==> config.mk <==
export PLATFORM = sky130hd
export DESIGN_NAME = spnh_queue
export DESIGN_NICKNAME = d
export VERILOG_FILES = /design/src/rtl/spnh_pkg.sv /design/src/rtl/spnh_queue.sv
export VERILOG_INCLUDE_DIRS = /design/src /design/src/rtl
export SDC_FILE = /design/constraint.sdc
export NUM_CORES = 1
export LEC_CHECK = 0
export BUFFER_PORTS_ARGS = -buffer_cell sky130_fd_sc_hd__buf_4
export CORE_AREA = 3 3 251 253
export DETAILED_ROUTE_END_ITERATION = 6
export DIE_AREA = 0 0 254 256
export GPL_TIMING_DRIVEN = 0
export PLACE_DENSITY = 0.73
export SLEW_MARGIN = 20
export SYNTH_ARGS = -nofsm -noshare
export SYNTH_HDL_FRONTEND = slang
export SYNTH_SLANG_ARGS = --single-unit
==> constraint.sdc <==
create_clock -name clk -period 14.05 [get_ports clk]
set_input_delay 3.5125 -clock clk [delete_from_list [all_inputs] [get_ports clk]]
set_output_delay 3.5125 -clock clk [all_outputs]
set_load 0.05 [all_outputs]
==> src/rtl/assert_macros.svh <==
// Assertion helper macros shared by the RTL of the segment/plane block.
// Included by files that carry concurrent assertions; no other content.
`ifndef ASSERT_MACROS_SVH
`define ASSERT_MACROS_SVH

// Implication checked on every clock edge, disabled during reset.
`define ASSERT_IMPL(label, clk, rst_n, ante, cons, msg) \
	label: assert property (@(posedge clk) disable iff (!rst_n) (ante) |-> (cons)) \
		else $error(msg);

// Plain invariant checked on every clock edge, disabled during reset.
`define ASSERT_ALWAYS(label, clk, rst_n, expr, msg) \
	label: assert property (@(posedge clk) disable iff (!rst_n) (expr)) \
		else $error(msg);

`endif

==> src/rtl/spnh_pkg.sv <==
// Shared types, constants and helpers for the segment/plane nearest-hit block.
// No dependencies.
`timescale 1ns / 1ps
`default_nettype none
package spnh_pkg;
	localparam int unsigned CoordW = 32;
	localparam int unsigned WideW = 64;
	localparam int unsigned QueueDepth = 2;
	localparam int unsigned QueuePtrW = 1;

	// configuration register indexes
	localparam logic [2:0] REG_NORMAL_X = 3'd0;
	localparam logic [2:0] REG_NORMAL_Y = 3'd1;
	localparam logic [2:0] REG_NORMAL_Z = 3'd2;
	localparam logic [2:0] REG_PLANE_OFFSET = 3'd3;
	localparam logic [2:0] REG_CENTER_X = 3'd4;
	localparam logic [2:0] REG_CENTER_Y = 3'd5;
	localparam logic [2:0] REG_CENTER_Z = 3'd6;

	// one classified segment, passed from front to back
	typedef struct packed {
		logic               start_set;
		logic               hit;
		logic signed [31:0] sx;
		logic signed [31:0] sy;
		logic signed [31:0] sz;
		logic signed [32:0] dx;
		logic signed [32:0] dy;
		logic signed [32:0] dz;
		logic        [63:0] an;
		logic        [63:0] ad;
	} job_t;

	// one result transaction
	typedef struct packed {
		logic               hit;
		logic signed [31:0] hit_x;
		logic signed [31:0] hit_y;
		logic signed [31:0] hit_z;
		logic               nearest_valid;
		logic signed [31:0] nearest_x;
		logic signed [31:0] nearest_y;
		logic signed [31:0] nearest_z;
	} result_t;

	// magnitude of a signed 66-bit value
	function automatic logic [63:0] mag66(input logic signed [65:0] v);
		logic [65:0] m;
		begin
			m = v[65] ? 66'(-v) : 66'(v);
			mag66 = m[63:0];
		end
	endfunction
endpackage
`default_nettype wire

==> src/rtl/spnh_queue.sv <==
// Two-entry job queue between the front and back ends. Uses spnh_pkg.
`timescale 1ns / 1ps
`default_nettype none
`include "assert_macros.svh"
module spnh_queue import spnh_pkg::*; (
	input  wire logic clk,
	input  wire logic arst_n,
	input  wire logic wr_valid,
	output logic      wr_ready,
	input  job_t      wr_data,
	output logic      rd_valid,
	input  wire logic rd_ready,
	output job_t      rd_data
);
	job_t mem_q [QueueDepth];
	logic [QueuePtrW-1:0] wp_q, rp_q;
	logic [QueuePtrW:0] cnt_q;
	logic do_wr, do_rd;

	assign wr_ready = (cnt_q != 2'(QueueDepth));
	assign rd_valid = (cnt_q != '0);
	assign rd_data = mem_q[rp_q];
	assign do_wr = wr_valid && wr_ready;
	assign do_rd = rd_valid && rd_ready;

	always_ff @(posedge clk or negedge arst_n) begin
		if (!arst_n) begin
			wp_q <= '0;
			rp_q <= '0;
			cnt_q <= '0;
		end else begin
			if (do_wr) wp_q <= wp_q + 1'b1;
			if (do_rd) rp_q <= rp_q + 1'b1;
			cnt_q <= cnt_q + (QueuePtrW+1)'(do_wr) - (QueuePtrW+1)'(do_rd);
		end
	end

	always_ff @(posedge clk) begin
		if (do_wr) mem_q[wp_q] <= wr_data;
	end

	`ASSERT_ALWAYS(a_cnt_range, clk, arst_n, cnt_q <= 2'(QueueDepth), "queue count overflow")
	`ASSERT_IMPL(a_ptr_gap, clk, arst_n, cnt_q == '0 || cnt_q == 2'(QueueDepth),
		wp_q == rp_q, "queue pointers disagree with count")
	`ASSERT_IMPL(a_cnt_step, clk, arst_n, do_wr && !do_rd, ##1 cnt_q == $past(cnt_q) + 2'd1,
		"queue count did not grow on write")
endmodule
`default_nettype wire

==> impl_metrics.py <==
metrics = {
    "global_routing": {
        "grt_antenna_before_repair": 6,
        "grt_start_max_net_pins": 54,
        "gr-total-overflow": 0,
        "grt_pass1_vias": 13429,
        "grt_use_total_pct": 17.20,
        "grt_pass1_wl_um": 82990,
    },
    "cts": {
        "cts_tree": "done",
        "post_cts_resized": 0,
        "cts.clk_slew.worst_paths_ns": 0.06,
        "cts_buffer_depth": 3,
        "clock_latency_ns": 0.59,
        "h-tree-depth": 3,
        "postCtsSetupRepairBufs": 0,
        "cts-root-buf": "clkbuf_16",
        "ctsHoldBuffers": 0,
        "clock-sinks": 654,
        "cts_buffers": 70,
    },
    "placed_design": {
        "hpwl_um": 42360,
        "place_area_um2": 30630,
        "port-buffer-count": 655,
        "globalplace.congestion": 0.7819,
    },
    "critical_path": {
        "end_kind": "output port",
        "cp_max_fo": 10,
        "startpoint_type": "flip-flop",
        "r2r_setup_slack_ns": 11.24,
        "timing.rr.start": "cnt_q[0]",
        "arrival_ns": 2.24,
        "reg2reg_depth": 9,
        "r2r-end": "mem_q[0][206]",
        "path_class": "flip-flop to output port",
        "cp-endpoint": "rd_data[112]",
        "startpoint": "rp_q",
        "critPathRequiredTime_ns": 10.54,
    },
    "logic_synthesis": {
        "synthAdderAreaFrac_pct": 0.05169,
        "synth_compound_area_share_pct": 0.1292,
        "synth_top_family_by_area": "multiplexers",
        "syn_area_per_cell_um2": 23.43,
        "syn-instance-count": 1033,
        "seq_area_frac_synth_pct": 81.05,
        "muxShareOfSynthArea_pct": 17.29,
        "synth_area_leaders": "edfxtp_1 81%, mux2_4 8.7%, mux2_2 8.6%",
        "synth_top_area_share_pct": 80.64,
        "synth_cell_type_count": 20,
        "synth_xor_area_share_pct": 0.1085,
        "syn-cell-area_um2": 24210,
        "ys_ff_latch": 654,
        "syn_nets": 1363,
        "synthSimpleGateAreaFrac_pct": 0.2016,
        "synth_top_area_cell": "edfxtp_1",
        "yosys_warnings": 0,
    },
    "route": {
        "num_vias": 12529,
        "initialDrtViolationCount": 612,
        "routed_wl_um": 57810,
        "routedWlPerCell_um": 22.01,
        "ant_nets": 0,
        "dr.pass1.iters": 4,
        "viasPerCell": 4.769,
        "drc": 0,
    },
    "floorplan": {
        "io_pins": 656,
        "die_area_um2": 65020,
        "dieWidth_um": 254,
        "fp.dieH_um": 256,
        "core_area_um2": 61260,
        "initial_core_util_pct": 39.52,
        "rows": 91,
    },
    "power_and_ir_drop": {
        "p_leak_nw": 12.61,
        "peakVddDrop_mv": 0.1599,
        "p_per_area_nw_per_um2": 251.7,
        "finalPower_mw": 8.263,
    },
    "final_layout": {
        "finish.instance_area_um2": 32820,
        "final_common_cell": "buf_4",
        "drive_gt1_share_pct": 61.87,
        "multiInputGateArea_um2": 4317,
        "seqCellArea_um2": 19620,
        "n_fill_cell": 4764,
        "final_nets": 2111,
        "syn_to_final_growth_pct": 35.60,
        "final_cell_mix": "656 x buf_4, 650 x edfxtp_1, 185 x mux2_2, 140 x mux2_4, 72 x clkbuf_16",
    },
    "run_status": {
        "status": "complete, no violations",
    },
    "timing": {
        "maxSlewViolCount": 0,
        "tightest_slew_ns": 0.6989,
        "fin_tns_setup_ns": 0,
        "rsz0062_at_grt": "no",
        "fin_crit_ns": 5.753,
        "fmaxAchievable_mhz": 173.8,
        "setup_viol_count_final": 0,
        "slew_headroom_pct": 53.40,
        "timing.final.crit_share_pct": 40.94,
        "hold_viol_final": 0,
        "fin_skew_ns": 0.02200,
    },
    "hold_path": {
        "hold_class": "flip-flop to flip-flop",
        "worst_hold_path.num_cells": 1,
    },
    "job": {
        "max_cap_viol_count": 0,
    },
}
worst min path at each step:
stage                     from   end  slack, ns
after floorplan           wp_q  wp_q       0.48
after global placement    wp_q  wp_q       0.50
after detailed placement  wp_q  wp_q       0.56
after CTS                 wp_q  wp_q       0.57
after global routing      wp_q  wp_q       0.58
final                     wp_q  wp_q       0.57
power by group:
part	internal (mW)	total [mW]	leakage (nW)	switching, mW
Combinational	1.30	3.76	5.46	2.47
Sequential	2.66	2.76	6.10	0.0961
Clock	1.00	1.74	1.05	0.741
final cells by class:
class	count	share of cell area [%]
Clock inverter	36	0.9682
Buffer	36	0.8615
Sequential cell	654	59.77
Timing Repair Buffer	676	16.54
Multi-Input combinational cell	343	13.15
Clock buffer	88	5.672
Antenna cell	4	0.03049
Tap cell	790	3.011
sequential cells by signal, indices dropped and copies added, names as in the netlist:
name,cells
wp_q,1
rp_q,1
cnt_q,2
mem_q,650
synth_stat cells:
cell,number
or2_2,1
nor2_1,3
mux2_4,140
a32oi_1,1
a211oi_1,1
buf_2,19
xnor2_1,3
nand2b_1,1
a21bo_2,1
nand2_1,2
ha_1,1
mux2_2,185
nand3_1,1
dfrtp_1,4
buf_6,16
edfxtp_1,650
o21ai_0,1
and3_1,1
buf_4,1
nor2b_1,1
critical path, stage by stage, from the launching register on:
cell and delay, ns:
dfrtp_1 0.36, buf_2 0.27, buf_2 0.43, mux2_2 0.39, buf_4 0.19
per-layer routing:
metal	track usage, %	part of all wire [%]	vias up
li1	-	-	5646
met1	18.21	34	6265
met2	30.62	53	493
met3	6.107	9.1	123
met4	7.662	3.7	2
met5	0	0.022	-
cells by family (layout without fill, tap and decap cells):
kind of cell / count (synthesis) / count (layout)
AOI/OAI and AO/OA: 4 / 4
xor gates and xnor gates: 3 / 3
adders and majority gates: 1 / 1
buffers and inverters: 36 / 836
DFF: 654 / 654
muxes: 325 / 325
other: 0 / 4
and+or+nand+nor: 10 / 10
metrics by stage:
step / utilization (%) / worst slack, ns / hold WS, ns / cells
2_1_floorplan: - / 1.485 / 0.4788 / 1033
3_3_place_gp: 49.16 / -2.958 / 0.4953 / 2478
3_5_place_dp: 50.01 / 8.306 / 0.5586 / 2499
4_1_cts: 53.57 / 8.220 / 0.5682 / 2623
5_1_grt: 53.58 / 8.180 / 0.5775 / 2625
6_report: 53.58 / 8.297 / 0.5666 / 2627
(Power assumes the default switching activity.)
