--- config.mk ---
export PLATFORM = sky130hd
export DESIGN_NAME = spnh_front
export DESIGN_NICKNAME = d
export VERILOG_FILES = /design/src/rtl/assert_macros.svh /design/src/rtl/spnh_pkg.sv /design/src/rtl/spnh_front.sv
export SDC_FILE = /design/constraint.sdc
export NUM_CORES = 2
export LEC_CHECK = 0
export ABC_AREA = 0
export BUFFER_PORTS_ARGS = -buffer_cell sky130_fd_sc_hd__clkbuf_2
export CORE_MARGIN = 2
export CORE_UTILIZATION = 60
export CTS_CLUSTER_SIZE = 16
export DETAILED_ROUTE_END_ITERATION = 10
export HOLD_SLACK_MARGIN = 0.02
export PLACE_DENSITY_LB_ADDON = 0.05
export REMOVE_ABC_BUFFERS = 1
export SETUP_SLACK_MARGIN = 0.3
export SYNTH_ARGS = -nofsm -noshare
export SYNTH_HDL_FRONTEND = slang
export SYNTH_SLANG_ARGS = --single-unit
--- constraint.sdc ---
create_clock -name clk -period 19.7 [get_ports clk]
set_input_delay 1.97 -clock clk [delete_from_list [all_inputs] [get_ports clk]]
set_output_delay 1.97 -clock clk [all_outputs]
set_load 0.01 [all_outputs]
--- src/rtl/assert_macros.svh ---
// Assertion helper macros shared by the RTL of the segment/plane block.
// Included by files that carry concurrent assertions; no other content.
`ifndef ASSERT_MACROS_SVH
`define ASSERT_MACROS_SVH

// Implication checked on every clock edge, disabled during reset.
`define ASSERT_IMPL(label, clk, rst_n, ante, cons, msg) \
	label: assert property (@(posedge clk) disable iff (!rst_n) (ante) |-> (cons)) \
		else $error(msg);

// Plain invariant checked on every clock edge, disabled during reset.
`define ASSERT_ALWAYS(label, clk, rst_n, expr, msg) \
	label: assert property (@(posedge clk) disable iff (!rst_n) (expr)) \
		else $error(msg);

`endif

--- src/rtl/spnh_pkg.sv ---
// Shared types, constants and helpers for the segment/plane nearest-hit block.
// No dependencies.
`timescale 1ns / 1ps
`default_nettype none
package spnh_pkg;
	localparam int unsigned CoordW = 32;
	localparam int unsigned WideW = 64;
	localparam int unsigned QueueDepth = 2;
	localparam int unsigned QueuePtrW = 1;

	// configuration register indexes
	localparam logic [2:0] REG_NORMAL_X = 3'd0;
	localparam logic [2:0] REG_NORMAL_Y = 3'd1;
	localparam logic [2:0] REG_NORMAL_Z = 3'd2;
	localparam logic [2:0] REG_PLANE_OFFSET = 3'd3;
	localparam logic [2:0] REG_CENTER_X = 3'd4;
	localparam logic [2:0] REG_CENTER_Y = 3'd5;
	localparam logic [2:0] REG_CENTER_Z = 3'd6;

	// one classified segment, passed from front to back
	typedef struct packed {
		logic               start_set;
		logic               hit;
		logic signed [31:0] sx;
		logic signed [31:0] sy;
		logic signed [31:0] sz;
		logic signed [32:0] dx;
		logic signed [32:0] dy;
		logic signed [32:0] dz;
		logic        [63:0] an;
		logic        [63:0] ad;
	} job_t;

	// one result transaction
	typedef struct packed {
		logic               hit;
		logic signed [31:0] hit_x;
		logic signed [31:0] hit_y;
		logic signed [31:0] hit_z;
		logic               nearest_valid;
		logic signed [31:0] nearest_x;
		logic signed [31:0] nearest_y;
		logic signed [31:0] nearest_z;
	} result_t;

	// magnitude of a signed 66-bit value
	function automatic logic [63:0] mag66(input logic signed [65:0] v);
		logic [65:0] m;
		begin
			m = v[65] ? 66'(-v) : 66'(v);
			mag66 = m[63:0];
		end
	endfunction
endpackage
`default_nettype wire

--- src/rtl/spnh_front.sv ---
// Front end: products of the plane normal with segment start and direction,
// then classification (parallel / outside / hit) and t operands. Uses spnh_pkg.
`timescale 1ns / 1ps
`default_nettype none
module spnh_front import spnh_pkg::*; (
	input  wire logic               clk,
	input  wire logic               arst_n,
	input  wire logic               in_valid,
	output logic                    in_ready,
	input  wire logic signed [31:0] sx,
	input  wire logic signed [31:0] sy,
	input  wire logic signed [31:0] sz,
	input  wire logic signed [31:0] ex,
	input  wire logic signed [31:0] ey,
	input  wire logic signed [31:0] ez,
	input  wire logic               start_set,
	input  wire logic signed [31:0] nx,
	input  wire logic signed [31:0] ny,
	input  wire logic signed [31:0] nz,
	input  wire logic signed [31:0] pd,
	output logic                    job_valid,
	input  wire logic               job_ready,
	output job_t                    job
);
	// sequencer: one multiply per cycle, six products
	localparam logic [1:0] ST_IDLE = 2'd0;
	localparam logic [1:0] ST_MUL = 2'd1;
	localparam logic [1:0] ST_SUM = 2'd2;
	localparam logic [1:0] ST_OUT = 2'd3;

	logic [1:0] state_q;
	logic [2:0] step_q;
	logic signed [31:0] sx_q, sy_q, sz_q;
	logic signed [32:0] dx_q, dy_q, dz_q;
	logic start_q;
	logic signed [65:0] den_q, num_q;
	job_t job_q;

	logic signed [31:0] mul_a;
	logic signed [32:0] mul_b;
	logic signed [64:0] prod;
	logic signed [65:0] prod_fl;
	logic signed [65:0] numv;
	logic [63:0] an, ad;
	logic ok;

	// operand select for the shared multiplier
	always_comb begin
		mul_a = nx;
		mul_b = 33'(sx_q);
		case (step_q)
			3'd0: begin mul_a = nx; mul_b = dx_q; end
			3'd1: begin mul_a = ny; mul_b = dy_q; end
			3'd2: begin mul_a = nz; mul_b = dz_q; end
			3'd3: begin mul_a = nx; mul_b = 33'(sx_q); end
			3'd4: begin mul_a = ny; mul_b = 33'(sy_q); end
			3'd5: begin mul_a = nz; mul_b = 33'(sz_q); end
			default: begin mul_a = nx; mul_b = 33'(sx_q); end
		endcase
		prod = 65'(mul_a) * 65'(mul_b);
		// arithmetic shift floors toward minus infinity
		prod_fl = 66'(prod >>> 16);
	end

	// classification of the finished sums
	always_comb begin
		numv = -(num_q + 66'(pd));
		an = mag66(numv);
		ad = mag66(den_q);
		ok = (den_q != '0) && ((numv == '0) || (numv[65] == den_q[65])) && (an <= ad);
	end

	assign in_ready = (state_q == ST_IDLE);
	assign job_valid = (state_q == ST_OUT);
	assign job = job_q;

	always_ff @(posedge clk or negedge arst_n) begin
		if (!arst_n) begin
			state_q <= ST_IDLE;
			step_q <= '0;
		end else begin
			case (state_q)
				ST_IDLE: begin
					if (in_valid) begin
						state_q <= ST_MUL;
						step_q <= '0;
					end
				end
				ST_MUL: begin
					step_q <= step_q + 3'd1;
					if (step_q == 3'd5) state_q <= ST_SUM;
				end
				ST_SUM: state_q <= ST_OUT;
				ST_OUT: if (job_ready) state_q <= ST_IDLE;
				default: state_q <= ST_IDLE;
			endcase
		end
	end

	// datapath registers
	always_ff @(posedge clk) begin
		if (state_q == ST_IDLE && in_valid) begin
			sx_q <= sx;
			sy_q <= sy;
			sz_q <= sz;
			dx_q <= 33'(ex) - 33'(sx);
			dy_q <= 33'(ey) - 33'(sy);
			dz_q <= 33'(ez) - 33'(sz);
			start_q <= start_set;
			den_q <= '0;
			num_q <= '0;
		end else if (state_q == ST_MUL) begin
			if (step_q < 3'd3) den_q <= den_q + prod_fl;
			else num_q <= num_q + prod_fl;
		end
		if (state_q == ST_SUM) begin
			job_q.start_set <= start_q;
			job_q.hit <= ok;
			job_q.sx <= sx_q;
			job_q.sy <= sy_q;
			job_q.sz <= sz_q;
			job_q.dx <= dx_q;
			job_q.dy <= dy_q;
			job_q.dz <= dz_q;
			job_q.an <= an;
			job_q.ad <= ad;
		end
	end
endmodule
`default_nettype wire

==> run metrics <==
CTS tree yes; Post-synth EDFFs roughly 520; Synth Area per Inst ~9.4 µm²; critical path buffer and inverter count 8; Pre-antenna DRT Iters 7; Final setup violation count 0; cell with the largest stage delay on the worst path a2111oi_0; RD Place Congestion 0.980; actual slew at the worst max-slew pin about 1.4 ns; ranking of synthesized cells by area fa_1 28%, edfxtp_1 20%, ha_1 9.7%; initial core utilization 0.603; Worst Setup Start Kind flip-flop; most common cell in the netlist inv_1; global-route wire length before repair 402000 µm; CP peak stage delay roughly 0.95 ns; Required @ worst endpoint between 20 and 25 ns; share of layout cells above drive strength 1 0.111; Setup CP Type flip-flop to flip-flop; boundary pin count approximately 650; CP most frequent cell fa_1; Top FF cell, synth edfxtp_1; Root Buffer clkbuf_16; RSZ-0062 raised after global routing false; std cell rows roughly 130; DIE AREA about 130000 µm²; sequential fraction of the synthesis area 0.232; Fill cells about 11000; Hold-fix buffers, CTS 0; Gate Count Post-Synth 8425; # H-tree levels 3; dpl hpwl about 210000 µm; vias per cell roughly 6.1; Max Cap Violations 0; final antenna-violating net count 0; CTS Buf Count 77; Fin. Hold Viols 0; Yosys Warn Count 0; DR WL/cell between 20 and 30 µm; fin crit period roughly 15 ns; Global Route Usage Sum 0.397; Core Box Area around 130000 µm²; Die W approximately 370 µm; Setup crit end kind flip-flop; asr flop ratio synth 0.00760; Nets ~11000; postcts setup bufs 0; via count approximately 65000; worst-case clock buffer depth 3; # resized after CTS 0; number of global-route vias before repair 65489; Hold Path Class flip-flop to flip-flop; run status complete, no violations; Storage cell area ~18000 µm²; Synth area leader fa_1; worst relative slew slack 0.0931; crit-path max FO 43; drt first-iter violations around 6600; fin crit share 0.753; Max Slew Vio Count 0; final wirelength approximately 270000 µm; Synth-to-Final Area Change 9.94%; die outline height 367 µm; Synth top cells by count 1322 x inv_1, 1117 x fa_1, 952 x nand2_1; initial antenna violation count 11; Max Clk Rate ~0.067 GHz; Worst EP arrival about 15 ns; synthesized cell area just under 80000 µm²; Post-route DRC 0; area of the multi-input gates 54700 µm²; skew final approximately 0.060 ns; setup TNS 0 ns; clk_lat worst skew 0.71 ns; CTS clk-pin slew, worst paths approximately 0.06 ns; post-synth top area share 0.282; Worst path top cell family by delay compound AO/OA/AOI/OAI gates; clock sink total between 600 and 700; Yosys cell types 93; largest net degree at the start of global routing 161; synthesized flop and latch total 658; grt ovf 0; I/O Buffers 651
==> worst paths after layout <==
path	startpoint	endpoint	slack, ns	cells past startpoint
max	step_q[0]	den_q[65]	4.87	49
min in group asynchronous	arst_n	state_q[1]	1.09	1
max in group asynchronous	arst_n	step_q[2]	18.44	1
min reg2reg	dx_q[15]	job[209]	0.42	0
max reg2reg	step_q[0]	den_q[65]	4.87	49
min	dx_q[15]	job[209]	0.42	0
==> sequential cells by signal, summed over array words and instances (netlist names) <==
name,flops
den_q,66
dx_q,33
dy_q,33
dz_q,33
job,325
num_q,66
start_q,1
state_q,2
step_q,3
sx_q,32
sy_q,32
sz_q,32
==> through the flow <==
| step | hold slack (ns) | utilization | setup WS [ns] | instance area, µm² | std cells |
|---|---|---|---|---|---|
| 3_5_place_dp | 0.407 | 0.643 | 5.28 | 84400 | 10594 |
| 6_report | 0.419 | 0.663 | 4.87 | 87100 | 10743 |
| 2_1_floorplan | 0.400 | - | 4.31 | 77900 | 8075 |
| 3_3_place_gp | 0.407 | 0.643 | 4.91 | 84400 | 10593 |
| 5_1_grt | 0.424 | 0.663 | 3.96 | 87100 | 10740 |
| 4_1_cts | 0.420 | 0.663 | 5.21 | 87100 | 10736 |
==> placed cells by master (no fill, tap or decap), drive strengths merged, types with 20 or more instances in the layout <==
cell     instances
a2111oi         40
a211oi          44
a21o           209
a21oi          472
a221oi          20
a22o            22
a22oi           69
a31oi           41
and2            56
and3            48
buf            113
clkbuf         744
clkinv          30
dfxtp          132
edfxtp         521
fa            1117
ha             613
inv           1326
mux2i           20
nand2          952
nand2b          61
nand3           81
nand4           75
nor2           856
nor2b           65
nor3            79
nor4            23
o211ai          32
o21a            53
o21ai          200
o21bai          53
o31ai           44
or2             29
or3             45
xnor2          292
xor2           142
==> metal layers <==
metal | part of all wire | track usage
met1 | 0.39 | 0.533
met3 | 0.11 | 0.108
met4 | 0.060 | 0.203
met5 | 0.00016 | 0
met2 | 0.44 | 0.594
==> layout make-up <==
class / count / area share
Antenna cell: 7 / 0.000201
Clock buffer: 93 / 0.0229
Clock inverter: 49 / 0.00721
Inverter: 1323 / 0.0571
Multi-Input combinational cell: 6094 / 0.629
Sequential cell: 658 / 0.211
Tap cell: 1755 / 0.0252
Timing Repair Buffer: 764 / 0.0473
==> cells by family after synthesis <==
| family | after synthesis | share of synthesized area |
|---|---|---|
| buffers and inverters | 1673 | 0.0794 |
| adders and majority gates | 1730 | 0.379 |
| muxes | 28 | 0.00366 |
| AOI/OAI and AO/OA | 1475 | 0.123 |
| xor gates and xnor gates | 434 | 0.0480 |
| DFF | 658 | 0.232 |
| and+or+nand+nor | 2427 | 0.134 |
==> worst reg2reg max path: cells and delay by family (launching register included) <==
family,cells,cell delay (ns)
AO/OA/AOI/OAI,18,5.09
adder cells (fa/ha/maj),11,4.96
AND/OR/NAND/NOR,10,2.32
buffers and inverters,8,1.53
flip-flops,1,0.46
multiplexers,1,0.22
XOR/XNOR,1,0.13
Power is left out: the tool's default activity adds up to more than one toggle a clock period on the data nets, which glitch-free logic cannot reach.
